File: config.mk
export PLATFORM = sky130hd
export DESIGN_NAME = mfw_median
export DESIGN_NICKNAME = d
export VERILOG_FILES = /design/src/design/mfw_pkg.sv /design/src/design/mfw_median.sv
export SDC_FILE = /design/constraint.sdc
export NUM_CORES = 1
export LEC_CHECK = 0
export BUFFER_PORTS_ARGS = -buffer_cell sky130_fd_sc_hd__buf_2
export CORE_MARGIN = 2
export CORE_UTILIZATION = 28
export CTS_CLUSTER_SIZE = 16
export DETAILED_ROUTE_END_ITERATION = 8
export PLACE_DENSITY = 0.45
export SLEW_MARGIN = 10
export SYNTH_ARGS = -nofsm -noshare
export SYNTH_HDL_FRONTEND = slang
export SYNTH_SLANG_ARGS = --single-unit
File: constraint.sdc
create_clock -name clk -period 6.15 [get_ports clk]
set_clock_uncertainty 0.1 [all_clocks]
set_input_delay 1.23 -clock clk [delete_from_list [all_inputs] [get_ports clk]]
set_output_delay 1.23 -clock clk [all_outputs]
set_load 0.02 [all_outputs]
File: src/design/mfw_pkg.sv
// ----------------------------------------------------------------------------
// mfw_pkg
// Shared constants, codes and types of the window median filter.
// ----------------------------------------------------------------------------
package mfw_pkg;

  localparam int PIX_W           = 8;
  localparam int DEF_WINDOW_SIZE = 3;
  localparam int DEF_MAX_WIDTH   = 1024;
  localparam int CFG_W           = 16;
  localparam int IMG_W_W         = 11;
  localparam int IMG_H_W         = 16;
  localparam int RESET_WIDTH     = 1024;
  localparam int RESET_HEIGHT    = 1024;

  // request commands
  typedef enum logic {
    CMD_PIXEL = 1'b0,
    CMD_DRAIN = 1'b1
  } cmd_t;

  // configuration register indexes
  typedef enum logic {
    REG_IMAGE_WIDTH  = 1'b0,
    REG_IMAGE_HEIGHT = 1'b1
  } reg_idx_t;

  // per-result control travelling with a window
  typedef struct packed {
    logic interior;
    logic last;
  } mfw_ctl_t;

endpackage

File: src/design/mfw_median.sv
// ----------------------------------------------------------------------------
// mfw_median
// Two-stage rank-based median of the window plus the result register.
// Stage one registers a full pairwise compare matrix, stage two counts ranks
// and picks the element whose rank is the middle one.
// ----------------------------------------------------------------------------
module mfw_median #(
  parameter int WINDOW_SIZE = mfw_pkg::DEF_WINDOW_SIZE
) (
  input  logic                                              clk,
  input  logic                                              rst,
  input  logic                                              adv,
  input  logic                                              win_valid,
  input  logic [WINDOW_SIZE*WINDOW_SIZE*mfw_pkg::PIX_W-1:0] window,
  input  mfw_pkg::mfw_ctl_t                                 win_ctl,
  output logic                                              rsp_valid,
  output logic [mfw_pkg::PIX_W-1:0]                         pixel_out,
  output logic                                              frame_last
);
  import mfw_pkg::*;

  localparam int AREA   = WINDOW_SIZE * WINDOW_SIZE;
  localparam int MID    = AREA / 2;
  localparam int RKW    = $clog2(AREA + 1);
  localparam int HALF   = WINDOW_SIZE / 2;
  localparam int CENTER = HALF * WINDOW_SIZE + HALF;

  logic [PIX_W-1:0] val [AREA];
  logic [AREA-1:0]  less_next [AREA];

  logic             cmp_valid;
  logic [AREA-1:0]  cmp_less [AREA];
  logic [PIX_W-1:0] cmp_val [AREA];
  mfw_ctl_t         cmp_ctl;

  logic [AREA-1:0]  match;
  logic [PIX_W-1:0] med;

  function automatic logic [RKW-1:0] popcount(input logic [AREA-1:0] bits);
    logic [RKW-1:0] n;
    n = '0;
    for (int k = 0; k < AREA; k++) begin
      n = n + RKW'(bits[k]);
    end
    return n;
  endfunction

  // unpack window; element j ranks below i if smaller, ties broken by index
  always_comb begin
    for (int i = 0; i < AREA; i++) begin
      val[i] = window[i*PIX_W +: PIX_W];
    end
    for (int i = 0; i < AREA; i++) begin
      for (int j = 0; j < AREA; j++) begin
        less_next[i][j] = (val[j] < val[i]) || ((val[j] == val[i]) && (j < i));
      end
    end
  end

  // compare stage
  always_ff @(posedge clk) begin
    if (rst) begin
      cmp_valid <= 1'b0;
    end else if (adv) begin
      cmp_valid <= win_valid;
    end
  end

  always_ff @(posedge clk) begin
    if (adv) begin
      cmp_less <= less_next;
      cmp_val  <= val;
      cmp_ctl  <= win_ctl;
    end
  end

  // rank select
  always_comb begin
    med = '0;
    for (int i = 0; i < AREA; i++) begin
      match[i] = (popcount(cmp_less[i]) == RKW'(MID));
      med      = med | (match[i] ? cmp_val[i] : '0);
    end
  end

  // result register
  always_ff @(posedge clk) begin
    if (rst) begin
      rsp_valid <= 1'b0;
    end else if (adv) begin
      rsp_valid <= cmp_valid;
    end
  end

  always_ff @(posedge clk) begin
    if (adv) begin
      pixel_out  <= cmp_ctl.interior ? med : cmp_val[CENTER];
      frame_last <= cmp_ctl.last;
    end
  end

  // interior windows hold only real pixels, so ranks form a permutation
  // and exactly one element is the median
  a_one_median: assert property (@(posedge clk) disable iff (rst)
    (cmp_valid && cmp_ctl.interior) |-> $onehot(match))
    else $error("median rank select not one-hot");

endmodule

# Yosys cells after proc, flatten, opt, wreduce, memory -nomap -nowiden
# Cells that the tools add are included.
classes:
  reduce_logical: 36
  add_sub_neg: 72
  order_cmp: 81
  muxes: 10
  eq_ne: 45
  bitwise: 8
op_table:
  columns: ["operator", "n"]
  rows:
  - ["8-bit < comparator", 81]
  - ["8-bit == test", 36]
  - ["4-bit by 1-bit adder with 4-bit output", 57]
  - ["8-bit 2-to-1 mux", 10]
  - ["8-bit bitwise OR", 8]
  - ["4-bit by 3-bit == test with 1-bit output (second input constant)", 9]
  - ["1-bit logical OR", 36]
  - ["1-bit by 1-bit adder with 2-bit output", 9]
  - ["3-bit by 1-bit adder with 4-bit output", 3]
  - ["2-bit by 1-bit adder with 3-bit output", 3]
totals:
  output_inout_bits: 10
  register_bits: 166

# Depth between registers and ports, before layout
# Gate-level depths: netlist of run 1.
depth:
  ltp_word: 19
  depth_mapped: 14
  ltp_nobuf: 14

# Worst setup path before layout of run 1
# OpenSTA, ideal clock, no wires.
synth_path:
  path_type: "flip-flop to flip-flop"
  from: "reg cmp_less[74] (netlist name)"
  to: "reg pixel_out[6] (netlist name) (data pin)"
  synth_period_minus_slack_ps: 3719
  required_time_ps: 5916
  path_stages_with_launch: 14
  t_arrival_ps: 3485
  path_buffers: 0
  setup_slack_ps: 2431
  path_cell_list: "edfxtp_1 -> fa_1 -> inv_1 -> fa_1 -> inv_1 -> fa_1 -> ha_1 -> inv_1 -> fa_1 -> or2_2 -> a21oi_1 -> a22oi_1 -> nand4_1 -> a22o_1"
synth_via:
  elab_chain_len: 18
synth_rtl:
  columns: ["element", "line_no", "text"]
  rows:
  - ["start: declaration", "mfw_median.sv:32", "logic [AREA-1:0] cmp_less [AREA];"]
  - ["start signal: assignment", "mfw_median.sv:71", "cmp_less <= less_next;"]
  - ["2-bit by 1-bit adder with 3-bit output", "mfw_median.sv:43", "n = n + RKW'(bits[k]);"]
  - ["3-bit by 1-bit adder with 4-bit output", "mfw_median.sv:43", null]
  - ["4-bit by 1-bit adder with 4-bit output (5 in a row)", "mfw_median.sv:43", null]
  - ["4-bit by 3-bit == test with 1-bit output", "mfw_median.sv:81", "match[i] = (popcount(cmp_less[i]) == RKW'(MID));"]
  - ["8-bit 2-to-1 mux", "mfw_median.sv:82", "med = med | (match[i] ? cmp_val[i] : '0);"]
  - ["8-bit bitwise OR (8 in a row)", "mfw_median.sv:82", null]
  - ["8-bit 2-to-1 mux", "mfw_median.sv:97", "pixel_out <= cmp_ctl.interior ? med : cmp_val[CENTER];"]
  - ["end signal: assignment", "mfw_median.sv:97", null]
  - ["end: declaration", "mfw_median.sv:17", "output logic [mfw_pkg::PIX_W-1:0] pixel_out,"]
# No other way between the ends.
# A chain may end at the register's enable or synchronous reset.

# Worst setup path in the final report of run 1
# Same ends and word-level chain as after synthesis.

==> results.sh, run 1 <==
export IMPL_post_route_min_period_ns=4.286
export IMPL_grt_pass1_wl_um=68710
export IMPL_r2r_slack_ns=1.86
export IMPL_critical_path_peak_fanout=8
export IMPL_cts_tree="yes"
export IMPL_async_reset_ff_share_pct=0
export IMPL_final_cells=1930
export IMPL_dieArea_sq_mm=0.05012
export IMPL_area_delta_synth_final_pct=13.10
export IMPL_clockBufferDepth=2
export IMPL_wl_per_cell_um=24.73
export IMPL_drtIter0Drc=771
export IMPL_antenna_cells=0
export IMPL_pwr_density_cell_mw_per_mm2=267.6
export IMPL_r2r_end="pixel_out[6]"
export IMPL_wl_met1_um=23140
export IMPL_rsz0062_at_grt="no"
export IMPL_cp_required_ns=6.37
export IMPL_ys_seq_elements=157
export IMPL_synth_seq_area_share_pct=34.68
export IMPL_ys_top_cells_by_count="ha_1, edfxtp_1, inv_1"
export IMPL_synth_edff_count=155
export IMPL_numCtsBuffers=17
export IMPL_wl_met2_um=20360
export IMPL_yosysMostFrequentCell="ha_1"
export IMPL_dr_wl_met3_um=2563
export IMPL_report_final_slew_viol_count=0
export IMPL_start_util_pct=28.35
export IMPL_clkLatencyLatePin_ns=0.46
export IMPL_ant_nets=0
export IMPL_dr_pass1_iters=5
export IMPL_fin_ws_ns=1.864
export IMPL_finalCritPeriodShare_pct=69.69
export IMPL_yosysTopAreaCellShare_pct=34.38
export IMPL_finalSetupViolCount=0
export IMPL_grt_ovfl_total=0
export IMPL_dp_cells=1899
export IMPL_whs_endpoint="frame_last"
export IMPL_antenna_found_initial=1
export IMPL_timing_hold_violations_final=0
export IMPL_dr_total_vias=10120
export IMPL_r2r_cells=13
export IMPL_vdd_ir_drop_max_v=0.0001430
export IMPL_cts_hold_fix_buffers=0
export IMPL_grt_util_all_layers_pct=19.49
export IMPL_clk_pin_slew_ns=0.07
export IMPL_worstHoldStart="cmp_ctl[0]"
export IMPL_synthCells=1196
export IMPL_drv_cap=0
export IMPL_synth_cell_types=37
export IMPL_worstSetupStartpointType="register"
export IMPL_cts_resized=0
export IMPL_viasPerCell=5.242
export IMPL_whs_path_depth=0
export IMPL_clock_sinks=157
export IMPL_end_kind="register"
export IMPL_grt_max_degree=89
export IMPL_worstMarginPinSlew_ns=1.154
export IMPL_timing_setup_tns_ns=0
export IMPL_post_cts_repair_setup_buffers=0
export IMPL_crit_type="register to register"
export IMPL_status="finished clean"
export IMPL_cp_arrival_ns=4.51
export IMPL_num_io_pins=88
export IMPL_synth_area_sq_mm=0.01354
export IMPL_root_buffer="clkbuf_16"
export IMPL_slew_headroom_pct=22.86
export IMPL_place_detailed_hpwl_um=35360
export IMPL_port_buffers=87
export IMPL_hold_path_class="register to register"
export IMPL_core_area_sq_mm=0.04775
export IMPL_cts_max_level=4
export IMPL_synth_top_area_cell="edfxtp_1"
export IMPL_ys_warnings_count=0
export IMPL_leakage_nw=7.137
export IMPL_dp_slack_ns=1.919
export IMPL_place_congestion=0.8285
export IMPL_r2r_start="cmp_less[74]"
export IMPL_drc_errors=0
export IMPL_syn_area_per_cell_sq_um=11.32
export IMPL_max_clock_freq_ghz=0.2333
export IMPL_highest_layer="met5"
export IMPL_die_h_um=223.9
export IMPL_drive_above_1_share_pct=9.354
export IMPL_layout_nets=1761
export IMPL_die_w_um=223.9
export IMPL_drt_total_wl_um=47730
export IMPL_grt_pass1_vias=10030
export IMPL_synth_flop_cell="edfxtp_1"
export IMPL_rows=80
export IMPL_synth_area_top_cells="edfxtp_1, ha_1, fa_1"
## kinds of logic after synthesis
logic type,count (synthesis),share of synthesized area (%)
AO/OA/AOI/OAI,337,15.90
XOR/XNOR,1,0.06471
adder cells (fa/ha/maj),380,37.12
buffers and inverters,135,3.771
flip-flops,157,34.68
multiplexers,3,0.2218
other,1,0.02770
AND/OR/NAND/NOR,182,8.217
## sequential cells by signal (all words and copies together) (netlist names)
register / count
cmp_val: 72
cmp_valid: 1
cmp_ctl: 2
pixel_out: 8
frame_last: 1
cmp_less: 72
rsp_valid: 1
## placed cells by master, fill, tap and decap left out, types with 3 or more instances in the layout
master / count
a21o_1: 72
a21oi_1: 77
a22o_1: 8
a22oi_1: 32
buf_2: 86
clkbuf_16: 17
clkinvlp_4: 3
edfxtp_1: 155
fa_1: 36
ha_1: 344
inv_1: 134
mux2i_1: 3
nand2_1: 8
nand2b_1: 29
nand3_1: 14
nand4_1: 74
nor2_1: 12
nor2b_1: 33
nor3_1: 3
o21a_1: 34
o21ai_0: 87
o21ai_1: 10
o21ba_1: 3
o21bai_1: 3
o22ai_1: 5
## layout make-up
cell class / instances / area, sq um
fill: 4819 / 32440
timing repair buffer: 88 / 461.7
clock inverter: 13 / 116.4
sequential: 157 / 4695
inverter: 134 / 503.0
clock buffer: 18 / 429.2
tap: 615 / 769.5
multi-input combinational: 905 / 8335
## through the flow
step	total power [mW]	area [sq um]	util [%]	hold slack [ns]
floorplan	2.509	13540	-	0.3003
global placement	3.007	14760	30.92	0.3149
detailed placement	3.068	14760	30.92	0.3190
CTS	4.124	15310	32.07	0.3352
global route	4.390	15310	32.07	0.3352
finish	4.097	15310	32.07	0.3283
## metal layers
metal  vias up  track usage (%)
li1       4769                -
met3        75            3.659
met5         -                0
met4         2            7.140
met2       313            29.36
met1      4958            27.69
## worst max-delay path: stages (launching register included)
cell,delay [ns]
edfxtp_1,0.40
fa_1,0.54
inv_1,0.05
fa_1,0.47
inv_1,0.05
fa_1,0.49
ha_1,0.16
inv_1,0.05
fa_1,0.38
or2_2,0.30
a21oi_1,0.66
a22oi_1,0.19
nand4_1,0.16
a22o_1,0.14
## worst max-delay path by stage
stage	to	slack (ns)	cells after the start	startpoint
2_1_floorplan	pixel_out[6]	2.43	13	cmp_less[74]
3_3_place_gp	pixel_out[6]	1.99	13	cmp_less[65]
3_5_place_dp	pixel_out[3]	1.92	13	cmp_less[65]
4_1_cts	pixel_out[6]	1.88	13	cmp_less[74]
5_1_grt	pixel_out[3]	1.62	13	cmp_less[65]
6_report	pixel_out[6]	1.86	13	cmp_less[74]
## power by group
part	total (mW)	internal, mW	switching [mW]
sequential	1.40	1.34	0.0603
clock	1.05	0.556	0.489
combinational	1.66	0.665	0.991
Note: power is estimated with default switching activity, not from simulation.
==> inputs of run 2 (changes only) <==
- PLACE_DENSITY: 0.45 -> 0.46
- clock period: 6.15 -> 3.8 ns (I/O delays scaled with it)
==> results.sh, run 2 (synthesized netlist as in run 1, its figures left out) <==
export IMPL_viasPerCell=5.218
export IMPL_path_cells="fa_1 > inv_2 > fa_1 > inv_1 > fa_1 > ha_2 > inv_2 > fa_1 > or2_1 > a21oi_4 > buf_12 > a22oi_1 > nand4_1 > a22o_1"
export IMPL_clk_pin_slew_ns=0.07
export IMPL_area_delta_synth_final_pct=15.66
export IMPL_worstMarginPinSlew_ns=0.7737
export IMPL_dr_pass1_iters=5
export IMPL_timing_hold_violations_final=0
export IMPL_dp_slack_ns=-0.1411
export IMPL_clock_sinks=157
export IMPL_hold_path_class="register to register"
export IMPL_final_cell_mix="ha_1, edfxtp_1, inv_1"
export IMPL_r2r_slack_ns=0.03
export IMPL_fillCellCount=4777
export IMPL_crit_top_cell="fa_1"
export IMPL_p_comb_share_pct=42.5
export IMPL_rsz0062_at_grt="yes"
export IMPL_swShare_pct=38.40
export IMPL_dr_total_vias=10140
export IMPL_max_clock_freq_ghz=0.2654
export IMPL_post_route_min_period_ns=3.768
export IMPL_cp_arrival_ns=3.98
export IMPL_whs_path_depth=0
export IMPL_drv_cap=0
export IMPL_die_h_um=223.9
export IMPL_die_w_um=223.9
export IMPL_vdd_ir_drop_max_v=0.0003434
export IMPL_critPathSlowestCell="fa_1"
export IMPL_clockBufferDepth=2
export IMPL_final_common_cell="ha_1"
export IMPL_status="finished clean"
export IMPL_total_power_mw=7.016
export IMPL_grt_util_all_layers_pct=19.65
export IMPL_wl_per_cell_um=24.80
export IMPL_internal_power_mw=4.322
export IMPL_antenna_cells=0
export IMPL_ant_nets=0
export IMPL_port_buffers=87
export IMPL_seqPwrFrac_pct=32.4
export IMPL_antenna_found_initial=0
export IMPL_max_stage_delay_ns=0.56
export IMPL_end_kind="register"
export IMPL_numCtsBuffers=17
export IMPL_finalSetupViolCount=0
export IMPL_grt_ovfl_total=0
export IMPL_whs_endpoint="frame_last"
export IMPL_core_area_sq_mm=0.04775
export IMPL_grt_max_degree=66
export IMPL_clkPwrFrac_pct=25.1
export IMPL_num_io_pins=88
export IMPL_drive_above_1_share_pct=12.95
export IMPL_rows=80
export IMPL_worstHoldStart="cmp_ctl[0]"
export IMPL_worstSetupStartpointType="register"
export IMPL_layout_nets=1773
export IMPL_grt_pass1_wl_um=69220
export IMPL_place_detailed_hpwl_um=35420
export IMPL_drc_errors=0
export IMPL_clkLatencyLatePin_ns=0.46
export IMPL_dieArea_sq_mm=0.05012
export IMPL_drtIter0Drc=920
export IMPL_cp_required_ns=4.02
export IMPL_finalCritPeriodShare_pct=99.16
export IMPL_root_buffer="clkbuf_16"
export IMPL_drt_total_wl_um=48180
export IMPL_pwr_density_cell_mw_per_mm2=448.1
export IMPL_report_final_slew_viol_count=0
export IMPL_largest_registers="cmp_less (72), cmp_val (72), pixel_out (8)"
export IMPL_place_congestion=0.8264
export IMPL_cts_tree="yes"
export IMPL_leakage_nw=7.252
export IMPL_critical_path_peak_fanout=8
export IMPL_crit_type="register to register"
export IMPL_cts_max_level=4
export IMPL_r2r_start="cmp_less[68]"
export IMPL_fin_ws_ns=0.03181
export IMPL_r2r_cells=14
export IMPL_r2r_end="pixel_out[2]"
export IMPL_grt_pass1_vias=10060
export IMPL_start_util_pct=28.35
export IMPL_power_switching_mw=2.694
export IMPL_slew_headroom_pct=48.36
run 2: worst max-delay path by stage:
stage	start	endpoint	slack, ns	cells after the start
CTS	cmp_less[74]	pixel_out[7]	0.01	14
floorplan	cmp_less[74]	pixel_out[6]	0.08	13
global placement	cmp_less[20]	pixel_out[6]	-0.09	13
global route	cmp_less[68]	pixel_out[1]	-0.09	14
detailed placement	cmp_less[20]	pixel_out[6]	-0.14	13
finish	cmp_less[68]	pixel_out[2]	0.03	14
run 2: worst max-delay path: cells and delay by family (launching register included):
family	cells	cell delay, ns
fa+ha+maj	5	2.09
compound gates	3	0.37
buf+inv	4	0.28
simple gates	2	0.39
flops	1	0.40
run 2: power by group through the flow:
stage | Clock, mW | Combinational [mW] | Sequential [mW]
CTS | 1.81 | 2.76 | 2.27
detailed placement | 0 | 2.70 | 2.31
global route | 1.87 | 3.36 | 2.29
floorplan | 0 | 1.76 | 2.30
global placement | 0 | 2.60 | 2.32
finish | 1.76 | 2.98 | 2.27
run 2: layer usage:
layer	part of all wire [%]	GRT usage [%]	up-vias	wire length [um]
met5	0	0	-	0
met4	3.0	6.516	0	1440
met3	6.1	3.095	61	2950
met2	43	29.53	333	20590
met1	48	28.59	4955	23200
li1	-	-	4790	-
run 2: cell type report:
class                           count  area (sq um)  area share, %
Sequential cell                   157          4695          29.98
Timing Repair Buffer              100         600.6          3.836
Inverter                          134         503.0          3.213
Multi-Input combinational cell    905          8492          54.24
Clock buffer                       17         425.4          2.717
Tap cell                          615         769.5          4.915
Clock inverter                     15         171.4          1.095
run 2: repair_timing:
| action | in CTS | in global routing |
|---|---|---|
| pin swaps | 2 | 17 |
| endpoints found under the setup margin | 8 | 8 |
| resized for setup | 4 | 36 |
| buffers inserted | 2 | 4 |
| hold buffers | 0 | 0 |
run 2: through the flow:
stage | util, % | area, sq um | instances | hold slack, ns | setup TNS, ns
2_1_floorplan | - | 13540 | 1197 | 0.3003 | 0
3_3_place_gp | 31.07 | 14840 | 1907 | 0.3115 | -0.6608
3_5_place_dp | 31.07 | 14840 | 1907 | 0.3164 | -0.9951
4_1_cts | 32.39 | 15470 | 1941 | 0.3349 | 0
5_1_grt | 32.79 | 15660 | 1943 | 0.3421 | -0.5336
6_report | 32.79 | 15660 | 1943 | 0.3271 | 0
==> inputs of run 3 (changes only) <==
- REMOVE_ABC_BUFFERS: unset -> 1
==> results.sh, run 3 (synthesized netlist as in run 1, its figures left out) <==
export IMPL_worstSetupStartpointType="register"
export IMPL_slew_headroom_pct=54.15
export IMPL_timing_setup_tns_ns=0
export IMPL_timing_hold_violations_final=0
export IMPL_status="finished clean"
export IMPL_r2r_slack_ns=0.06
export IMPL_rows=80
export IMPL_clkLatencyLatePin_ns=0.46
export IMPL_drt_total_wl_um=48210
export IMPL_dr_pass1_iters=5
export IMPL_vdd_ir_drop_max_v=0.0003444
export IMPL_pwr_density_cell_mw_per_mm2=444.8
export IMPL_drtIter0Drc=715
export IMPL_crit_type="register to register"
export IMPL_area_delta_synth_final_pct=15.08
export IMPL_clockBufferDepth=2
export IMPL_finalCritPeriodShare_pct=98.44
export IMPL_final_common_cell="ha_1"
export IMPL_drv_cap=0
export IMPL_num_io_pins=88
export IMPL_drc_errors=0
export IMPL_worstMarginPinSlew_ns=0.6806
export IMPL_r2r_end="pixel_out[6]"
export IMPL_grt_pass1_wl_um=68920
export IMPL_worstHoldStart="cmp_ctl[0]"
export IMPL_finalSetupViolCount=0
export IMPL_fillCellCount=4778
export IMPL_max_clock_freq_ghz=0.2673
export IMPL_numCtsBuffers=17
export IMPL_cts_tree="yes"
export IMPL_r2r_start="cmp_less[68]"
export IMPL_regArea_sq_mm=0.004695
export IMPL_clk_pin_slew_ns=0.07
export IMPL_cp_required_ns=3.92
export IMPL_ant_nets=0
export IMPL_dieArea_sq_mm=0.05012
export IMPL_layout_nets=1772
export IMPL_grt_pass1_vias=9974
export IMPL_hold_path_class="register to register"
export IMPL_root_buffer="clkbuf_16"
export IMPL_cp_arrival_ns=3.86
export IMPL_largest_registers="cmp_less (72), cmp_val (72), pixel_out (8)"
export IMPL_cts_hold_fix_buffers=0
export IMPL_start_util_pct=28.35
export IMPL_total_power_mw=6.928
export IMPL_drive_above_1_share_pct=12.28
export IMPL_antenna_found_initial=2
export IMPL_place_detailed_hpwl_um=35310
export IMPL_multiInputGateArea_sq_mm=0.008446
export IMPL_clock_sinks=157
export IMPL_wl_per_cell_um=24.81
export IMPL_viasPerCell=5.186
export IMPL_whs_endpoint="frame_last"
export IMPL_report_final_slew_viol_count=0
export IMPL_cts_max_level=4
export IMPL_final_cell_mix="ha_1, edfxtp_1, inv_1"
export IMPL_rsz0062_at_grt="yes"
export IMPL_die_w_um=223.9
export IMPL_place_congestion=0.7997
export IMPL_post_route_min_period_ns=3.741
export IMPL_core_area_sq_mm=0.04775
export IMPL_leakage_nw=7.235
export IMPL_r2r_cells=14
export IMPL_grt_max_degree=85
export IMPL_grt_util_all_layers_pct=19.62
export IMPL_grt_ovfl_total=0
export IMPL_whs_path_depth=0
export IMPL_end_kind="register"
export IMPL_port_buffers=87
export IMPL_dr_total_vias=10080
export IMPL_critical_path_peak_fanout=8
export IMPL_die_h_um=223.9
==> run 3: worst max path at each step <==
stage	cells after the start	endpoint	slack, ns	startpoint
3_3_place_gp	13	pixel_out[6]	-0.11	cmp_less[20]
4_1_cts	14	pixel_out[6]	0.008	cmp_less[65]
2_1_floorplan	13	pixel_out[6]	0.08	cmp_less[74]
3_5_place_dp	13	pixel_out[5]	-0.17	cmp_less[20]
6_report	14	pixel_out[6]	0.06	cmp_less[68]
5_1_grt	14	pixel_out[2]	-0.10	cmp_less[74]
==> run 3: final cells by class <==
class                      instances  share of cell area, %
sequential                       157                  30.14
multi-input combinational        905                  54.22
inverter                         134                  3.229
tap                              615                  4.940
antenna                            1                0.01606
timing repair buffer              99                  3.647
clock buffer                      17                  2.731
clock inverter                    15                  1.084
==> run 3: where the power goes <==
group	leakage (nW)	internal, mW	switching (mW)	total (mW)
clock	0.290	0.882	0.873	1.75
sequential	1.54	2.16	0.116	2.28
combinational	5.41	1.22	1.68	2.90
==> run 3: critical path, cell delays in order (launching register included) <==
cell	delay, ns
edfxtp_1	0.41
fa_1	0.58
inv_1	0.06
fa_1	0.47
inv_1	0.05
fa_1	0.43
ha_2	0.19
inv_2	0.05
fa_2	0.43
nand2_2	0.07
a21oi_2	0.03
buf_6	0.14
a22oi_2	0.12
nand4_1	0.11
a22o_1	0.23
==> run 3: per-stage QoR <==
stage	instance area [sq um]	instances	hold slack, ns	setup WS, ns	util, %
final	15580	1943	0.3303	0.05924	32.63
after CTS	15450	1940	0.3277	0.007549	32.35
after global placement	14840	1907	0.3082	-0.1144	31.07
after detailed placement	14840	1907	0.3105	-0.1687	31.07
after floorplan	13530	1196	0.3003	0.08063	-
after global routing	15570	1942	0.3447	-0.1017	32.62
==> run 3: what timing repair did <==
item | CTS | global route
resized for setup | 2 | 29
setup endpoints to repair | 8 | 8
buffers inserted | 1 | 2
pin swaps | 1 | 5
==> run 3: routing by layer <==
layer,wire length [um],GRT usage [%],vias to the layer above
li1,-,-,4792
met1,23770,28.43,4945
met2,20640,29.36,297
met3,2923,4.499,42
met4,873,4.839,0
met5,0,0,-
